`src/hdl/tksl_pkg.sv`:
```
// Shared constants, codes and types of the top-k score leaderboard.
package tksl_pkg;

  localparam int CAPACITY   = 64;
  localparam int MAX_PAGE   = 64;
  localparam int ID_W       = 32;
  localparam int SCORE_W    = 32;
  localparam int PAGE_NUM_W = 16;
  localparam int PAGE_W     = 7;
  localparam int RANK_W     = 7;
  localparam int CNT_W      = $clog2(CAPACITY + 1);
  localparam int SFX_LVL    = $clog2(CAPACITY);
  localparam int WIDE_W     = PAGE_NUM_W + PAGE_W;

  localparam logic STATUS_OK   = 1'b0;
  localparam logic STATUS_MISS = 1'b1;

  typedef enum logic [1:0] {
    OP_UPLOAD = 2'd0,
    OP_QUERY  = 2'd1,
    OP_PAGE   = 2'd2
  } op_t;

  typedef enum logic [2:0] {
    ST_IDLE,
    ST_SHIFT,
    ST_QUERY,
    ST_PCHK,
    ST_PERR,
    ST_SKIP,
    ST_PAGE
  } state_t;

  typedef struct packed {
    logic capture;
    logic commit;
    logic rd_shift;
  } cell_ctl_t;

endpackage

```
`src/hdl/tksl_cell.sv`:
```
// One board position: stored entry, compare flags and a read-out shift stage.
module tksl_cell import tksl_pkg::*; (
  input  logic                      clk,
  input  cell_ctl_t                 ctl,
  input  logic                      valid,
  input  logic                      in_range,
  input  logic signed [ID_W-1:0]    cmp_id,
  input  logic signed [SCORE_W-1:0] cmp_score,
  input  logic signed [ID_W-1:0]    new_id,
  input  logic signed [SCORE_W-1:0] new_score,
  input  logic signed [ID_W-1:0]    prev_id,
  input  logic signed [SCORE_W-1:0] prev_score,
  input  logic                      prev_ge,
  input  logic signed [ID_W-1:0]    next_rd_id,
  input  logic signed [SCORE_W-1:0] next_rd_score,
  input  logic                      next_rd_hit,
  output logic signed [ID_W-1:0]    id,
  output logic signed [SCORE_W-1:0] score,
  output logic                      ge,
  output logic                      match,
  output logic signed [ID_W-1:0]    rd_id,
  output logic signed [SCORE_W-1:0] rd_score,
  output logic                      rd_hit
);

  logic id_hit;

  assign id_hit = valid && (id == cmp_id);

  always_ff @(posedge clk) begin
    if (ctl.capture) begin
      match <= id_hit;
      ge    <= valid && (score >= cmp_score);
    end
    if (ctl.commit && in_range && !ge) begin
      if (prev_ge) begin
        id    <= new_id;
        score <= new_score;
      end else begin
        id    <= prev_id;
        score <= prev_score;
      end
    end
    if (ctl.capture) begin
      rd_id    <= id;
      rd_score <= score;
      rd_hit   <= id_hit;
    end else if (ctl.rd_shift) begin
      rd_id    <= next_rd_id;
      rd_score <= next_rd_score;
      rd_hit   <= next_rd_hit;
    end
  end

endmodule

```
`config.mk`:
```
export PLATFORM = sky130hd
export DESIGN_NAME = tksl_cell
export DESIGN_NICKNAME = d
export VERILOG_FILES = /design/src/hdl/tksl_pkg.sv /design/src/hdl/tksl_cell.sv
export SDC_FILE = /design/constraint.sdc
export NUM_CORES = 1
export LEC_CHECK = 0
export BUFFER_PORTS_ARGS = -buffer_cell sky130_fd_sc_hd__buf_2
export CORE_AREA = 2 2 154 156
export CTS_CLUSTER_DIAMETER = 30
export DETAILED_ROUTE_END_ITERATION = 8
export DIE_AREA = 0 0 156 158
export GPL_TIMING_DRIVEN = 0
export HOLD_SLACK_MARGIN = 0.03
export PLACE_DENSITY = 0.64
export SETUP_SLACK_MARGIN = 0.05
export SLEW_MARGIN = 40
export SYNTH_ARGS = -nofsm -noshare
export SYNTH_HDL_FRONTEND = slang
export SYNTH_SLANG_ARGS = --single-unit
```
`constraint.sdc`:
```
create_clock -name clk -period 4.5 [get_ports clk]
set_clock_uncertainty 0.15 [all_clocks]
set_input_delay 0.45 -clock clk [delete_from_list [all_inputs] [get_ports clk]]
set_output_delay 0.45 -clock clk [all_outputs]
set_load 0.03 [all_outputs]
```
==> results.py, run 1 <==
metrics = {
    "timing": {
        "fin_crit_ns": 2.55,
        "relSlewSlack_pct": 48.9,
        "maxSlewViolCount": 0,
        "min_period_over_period_pct": 56.8,
        "rsz0062_at_grt": "false",
        "worstMarginPinSlew_ns": 0.766,
        "hold_ws_ns": 0.150,
        "finalSetupTns_ns": 0,
        "max_freq_mhz": 392,
        "finalWorstSetupSlack_ns": 1.95,
        "setup_viol": 0,
        "finalHoldViolCount": 0,
    },
    "yosys": {
        "synth.avg_cell_area_um2": 15.4,
        "synth-edff-count": 131,
        "ys_types": 27,
        "syn_inst": 430,
        "synth_area_leaders": "edfxtp_1 60%, mux2_2 22%, ha_1 6.1%",
        "synth_top_area_share_pct": 59.5,
        "ys_seq_area_share_pct": 59.5,
        "synth_top_cell_by_area": "edfxtp_1",
        "syn_nets": 726,
        "yosys-top-cells-count": "131 x edfxtp_1, 129 x mux2_2, 32 x ha_1, 32 x inv_1, 28 x xnor2_1",
        "async_flop_share_pct": 0,
        "synth-seq-cells": 131,
        "yosys_warnings": 0,
        "synth_area_um2": 6610,
        "synth_flop_cell": "edfxtp_1",
        "yosysMostFrequentCell": "edfxtp_1",
    },
    "finish": {
        "finalInstanceArea_um2": 9660,
        "final_core_util_pct": 41.9,
        "final_nets": 1143,
        "nFillCells": 2204,
        "area_growth_pct": 46.2,
        "drive_gt1_share_pct": 65.5,
    },
    "setup_path": {
        "startpoint": "ctl[2]",
        "r2r_cells": 6,
        "crit_path_frequent_cell": "buf_2",
        "endpoint_kind": "flip-flop",
        "ff2ff_setup_slack_ns": 2.09,
        "crit_type": "in2reg",
        "worstReg2RegEnd": "rd_hit$_DFFE_PP_",
        "arrival_ns": 2.51,
        "path_max_fanout": 33,
        "cp-start-kind": "input port",
        "r2r-start": "id[16]$_DFFE_PP_",
        "cpPeakStageDelay_ns": 0.59,
        "crit_path_end": "rd_score[7]$_DFFE_PP_",
        "crit_chain": "buf_2 > clkbuf_1 > buf_2 > or2_4 > buf_12",
        "required_ns": 4.45,
        "critPathSlowestCell": "clkbuf_1",
    },
    "routing": {
        "drtIter0Drc": 196,
        "wl_um": 20900,
        "dr_total_vias": 5102,
        "vias_per_cell": 4.43,
        "dr.pass1.iters": 4,
        "ant_nets": 0,
        "drc": 0,
        "wl_per_cell_um": 18.2,
    },
    "cts": {
        "numCtsBuffers": 17,
        "clock_latency_ns": 0.42,
        "hold_buffers": 0,
        "htree_levels": 4,
        "cts.sinks": 131,
        "cts_tree": "built",
        "clockBufferDepth": 2,
        "clockRootBuffer": "clkbuf_16",
        "cts_resized": 0,
        "cts_setup_buffers": 0,
        "cts.clk_slew.worst_paths_ns": 0.06,
    },
    "die": {
        "start_util_pct": 28.7,
        "io_pins": 395,
        "core_um2": 23100,
        "dieArea_um2": 24600,
        "fp-row-count": 56,
        "dieHeight_um": 158,
        "dieWidth_um": 156,
    },
    "power_and_ir_drop": {
        "p_per_area_nw_per_um2": 368,
        "irDropWorstVdd_mv": 0.197,
        "p_leak_nw": 4.32,
    },
    "grt": {
        "track_usage_pct": 16.2,
        "first_global_vias": 5154,
        "grt_first_pass_wirelength_um": 29200,
        "antenna_found_initial": 3,
        "gr-total-overflow": 0,
        "grt_max_degree": 34,
    },
    "placement": {
        "io_buffers": 393,
        "gp_congestion": 0.750,
        "pre_cts_ws_ns": 1.40,
        "placement.cell_area_um2": 9040,
        "dpl.hpwl_um": 16400,
    },
    "min_path": {
        "hp-class": "in2reg",
        "hold_path_depth": 1,
    },
    "outcome": {
        "status": "finished, final reports clean",
    },
    "job": {
        "maxCapViolCount": 0,
    },
}
==> state kept, by name, indices dropped and copies added, names as in the netlist <==
| register | count |
|---|---|
| rd_id | 32 |
| score | 32 |
| ge | 1 |
| rd_hit | 1 |
| match | 1 |
| id | 32 |
| rd_score | 32 |
==> worst max-delay path, delay by kind of cell <==
kind / cells / cell delay [ns]
buffers and inverters: 4 / 1.46
and+or+nand+nor: 1 / 0.55
==> area by class of cell <==
| class | instances | area (um^2) | area share (%) |
|---|---|---|---|
| diodes | 2 | 5.00 | 0.0518 |
| well taps | 290 | 363 | 3.76 |
| clock inverters | 14 | 184 | 1.90 |
| plain buffers | 14 | 58.8 | 0.609 |
| clock buffers | 18 | 429 | 4.44 |
| multi-input cells | 253 | 2510 | 25.9 |
| repair buffers | 398 | 2060 | 21.3 |
| flip-flops and latches | 131 | 3930 | 40.7 |
| inverters | 32 | 120 | 1.24 |
==> cell families (layout without fill, tap and decap cells) <==
| logic type | after synthesis | in the layout | share of synthesized area (%) |
|---|---|---|---|
| AO/OA/AOI/OAI | 26 | 26 | 2.52 |
| XOR/XNOR | 33 | 33 | 4.37 |
| adder cells (fa/ha/maj) | 32 | 32 | 6.06 |
| buffers and inverters | 46 | 476 | 2.69 |
| flip-flops | 131 | 131 | 59.5 |
| multiplexers | 129 | 129 | 22.0 |
| other | 0 | 2 | 0 |
| AND/OR/NAND/NOR | 33 | 33 | 2.84 |
==> worst min-delay path by stage <==
stage	slack (ns)	endpoint	startpoint
2_1_floorplan	0.41	ge$_DFFE_PP_	ctl[2]
3_3_place_gp	0.45	rd_score[22]$_DFFE_PP_	score[22]$_DFFE_PP_
4_1_cts	0.13	match$_DFFE_PP_	ctl[2]
3_5_place_dp	0.46	rd_score[21]$_DFFE_PP_	score[21]$_DFFE_PP_
5_1_grt	0.14	ge$_DFFE_PP_	ctl[2]
6_report	0.15	match$_DFFE_PP_	ctl[2]
==> power by group <==
group | internal (mW) | switching, mW
logic | 0.260 | 0.339
registers | 1.44 | 0.0346
clock network | 0.926 | 0.561
==> through the flow <==
stage          total power [mW]  instances
5_1_grt                    3.70       1151
4_1_cts                    3.60       1150
3_3_place_gp               2.09       1113
6_report                   3.56       1152
3_5_place_dp               2.11       1118
2_1_floorplan              1.84        430
==> layout by cell type (no fill, tap or decap), drive strengths merged, types with 2 or more instances in the layout <==
cell / netlist / layout
buf: 4 / 402
edfxtp: 131 / 131
mux2: 129 / 129
inv: 32 / 35
ha: 32 / 32
xnor2: 28 / 28
clkbuf: 10 / 28
nand4: 13 / 13
a21oi: 12 / 12
nand3: 6 / 6
a21o: 6 / 6
clkinv: 0 / 6
xor2: 5 / 5
nand2: 4 / 4
bufinv: 0 / 4
nor4: 3 / 3
diode: 0 / 2
nor3: 2 / 2
o21ai: 2 / 2
nor2: 2 / 2
==> per-layer routing <==
| metal | GRT usage, % | vias up | wire length [um] |
|---|---|---|---|
| met1 | 19.7 | 2386 | 8630 |
| met5 | 0 | - | 7 |
| li1 | - | 2470 | - |
| met3 | 4.68 | 19 | 1380 |
| met2 | 27.9 | 225 | 10600 |
| met4 | 5.07 | 2 | 281 |
Power figures use the tool's default switching activity.
==> inputs of run 2 (changes only) <==
==> constraint.sdc (replaced) <==
create_clock -name clk -period 2.35 [get_ports clk]
set_clock_uncertainty 0.15 [all_clocks]
set_input_delay 0.235 -clock clk [delete_from_list [all_inputs] [get_ports clk]]
set_output_delay 0.235 -clock clk [all_outputs]
set_load 0.03 [all_outputs]
==> run 2 against run 1 <==
  * Clock-buffer cell count rose by 1
  * Core utilization is 9.5 points higher
  * Largest power group unchanged
  * Non-clock buffer count increased by 206
  * Global-route usage is 2.7 points higher
  * Largest cell class is now buffers
  * Design area rose by 23%
  * Sequential share of layout area is 7.5 points lower
  * Die area is the same
==> results.py, run 2 (same netlist as run 1, synthesis figures left out) <==
metrics = {
    "outcome": {
        "status": "finished, final reports clean",
    },
    "placement": {
        "dpl.cell_count": 1117,
        "io_buffers": 393,
        "gp_congestion": 0.790,
        "dpl.hpwl_um": 16300,
    },
    "grt": {
        "grt_max_degree": 35,
        "gr-total-overflow": 0,
        "grt_first_pass_wirelength_um": 34800,
        "antenna_found_initial": 1,
        "first_global_vias": 6450,
        "track_usage_pct": 18.9,
    },
    "routing": {
        "dr.pass1.iters": 4,
        "vias_per_cell": 4.45,
        "ant_nets": 0,
        "dr_total_vias": 6035,
        "drc": 0,
        "wl_per_cell_um": 17.8,
        "drtIter0Drc": 264,
        "wl_um": 24200,
    },
    "timing": {
        "rsz0062_at_grt": "true",
        "fin_crit_ns": 2.27,
        "maxSlewViolCount": 0,
        "worstMarginPinSlew_ns": 0.745,
        "min_period_over_period_pct": 96.6,
        "setup_viol": 0,
        "relSlewSlack_pct": 50.3,
        "max_freq_mhz": 440,
        "finalSetupTns_ns": 0,
        "finalHoldViolCount": 0,
    },
    "cts": {
        "clock_latency_ns": 0.42,
        "cts_tree": "built",
        "htree_levels": 4,
        "numCtsBuffers": 17,
        "clockRootBuffer": "clkbuf_16",
        "cts.clk_slew.worst_paths_ns": 0.06,
        "cts.sinks": 131,
        "clockBufferDepth": 2,
    },
    "power_and_ir_drop": {
        "power_frac_comb_pct": 20.2,
        "power_mw": 7.36,
        "swShare_pct": 25.1,
        "seqPwrFrac_pct": 38.4,
        "power.switching_mw": 1.84,
        "p_leak_nw": 5.24,
        "pwr-share-clk_pct": 41.4,
        "p_int_mw": 5.51,
        "irDropWorstVdd_mv": 0.392,
        "p_per_area_nw_per_um2": 621,
    },
    "finish": {
        "final_common_cell": "buf_2",
        "area_growth_pct": 79.3,
        "nFillCells": 2013,
        "final_core_util_pct": 51.4,
        "drive_gt1_share_pct": 55.3,
        "final_cells": 1357,
        "final_cell_mix": "397 x buf_2, 194 x dlygate4sd3_1, 131 x edfxtp_1, 129 x mux2_2, 32 x inv_1",
        "final_nets": 1349,
    },
    "die": {
        "dieHeight_um": 158,
        "fp-row-count": 56,
        "dieWidth_um": 156,
        "core_um2": 23100,
        "start_util_pct": 28.7,
        "dieArea_um2": 24600,
        "io_pins": 395,
    },
    "job": {
        "maxCapViolCount": 0,
    },
    "setup_path": {
        "crit_type": "reg2reg",
        "endpoint_kind": "flip-flop",
        "required_ns": 2.48,
        "arrival_ns": 2.40,
        "cp-start-kind": "flip-flop",
        "path_max_fanout": 3,
    },
    "min_path": {
        "hp-class": "in2reg",
    },
}
-- run 2: per-stage QoR --
step | instance area, um^2 | setup slack (ns) | hold slack, ns
after CTS | 11700 | 0.0508 | 0.0760
after global placement | 8940 | -1.20 | 0.346
after detailed placement | 9030 | -0.197 | 0.355
after global routing | 11800 | -0.0285 | 0.0726
after floorplan | 6620 | 0.0829 | 0.197
final | 11800 | 0.0787 | 0.0683
-- run 2: path summary, 6_finish.rpt --
| path | from | end | slack (ns) | cells past startpoint |
|---|---|---|---|---|
| worst max-delay path | id[27]$_DFFE_PP_ | rd_hit$_DFFE_PP_ | 0.08 | 6 |
| worst min-delay path | valid | ge$_DFFE_PP_ | 0.07 | 2 |
| worst max register to register | id[27]$_DFFE_PP_ | rd_hit$_DFFE_PP_ | 0.08 | 6 |
| worst min register to register | score[5]$_DFFE_PP_ | rd_score[5]$_DFFE_PP_ | 0.46 | 1 |
-- run 2: cell type report --
cell class | instances | area, um^2 | share of cell area (%)
clock inverter | 13 | 231 | 1.95
timing repair buffer | 604 | 4080 | 34.5
buffer | 14 | 60.1 | 0.507
clock buffer | 19 | 433 | 3.65
sequential | 131 | 3930 | 33.2
inverter | 32 | 120 | 1.01
multi-input combinational | 253 | 2620 | 22.1
antenna | 1 | 2.50 | 0.0211
tap | 290 | 363 | 3.06
-- run 2: power by group through the flow --
stage | clock (mW) | sequential, mW | combinational (mW)
finish | 3.04 | 2.82 | 1.49
global route | 3.23 | 2.84 | 1.60
CTS | 3.13 | 2.82 | 1.45
detailed placement | 0 | 2.87 | 1.15
global placement | 0 | 2.87 | 1.12
floorplan | 0 | 3.15 | 0.375
-- run 2: repair_timing --
item,4_1_cts,5_1_grt
setup endpoints to repair,3,2
buffers inserted,1,12
resized for setup,3,11
pin swaps,5,15
hold buffers,194,0
hold endpoints to repair,131,0
-- run 2: critical path: stages (launching register included) --
cell and delay, ns:
edfxtp_1 0.44, xnor2_1 0.19, nand4_1 0.22, nor4_2 0.31, nand4_1 0.25, nor4_4 0.38
mux2_2 0.20
-- run 2: per-layer routing --
metal | part of all wire [%] | track usage, %
met1 | 39 | 20.9
met2 | 52 | 33.8
met3 | 6.4 | 6.19
met4 | 2.5 | 7.16
met5 | 0 | 0
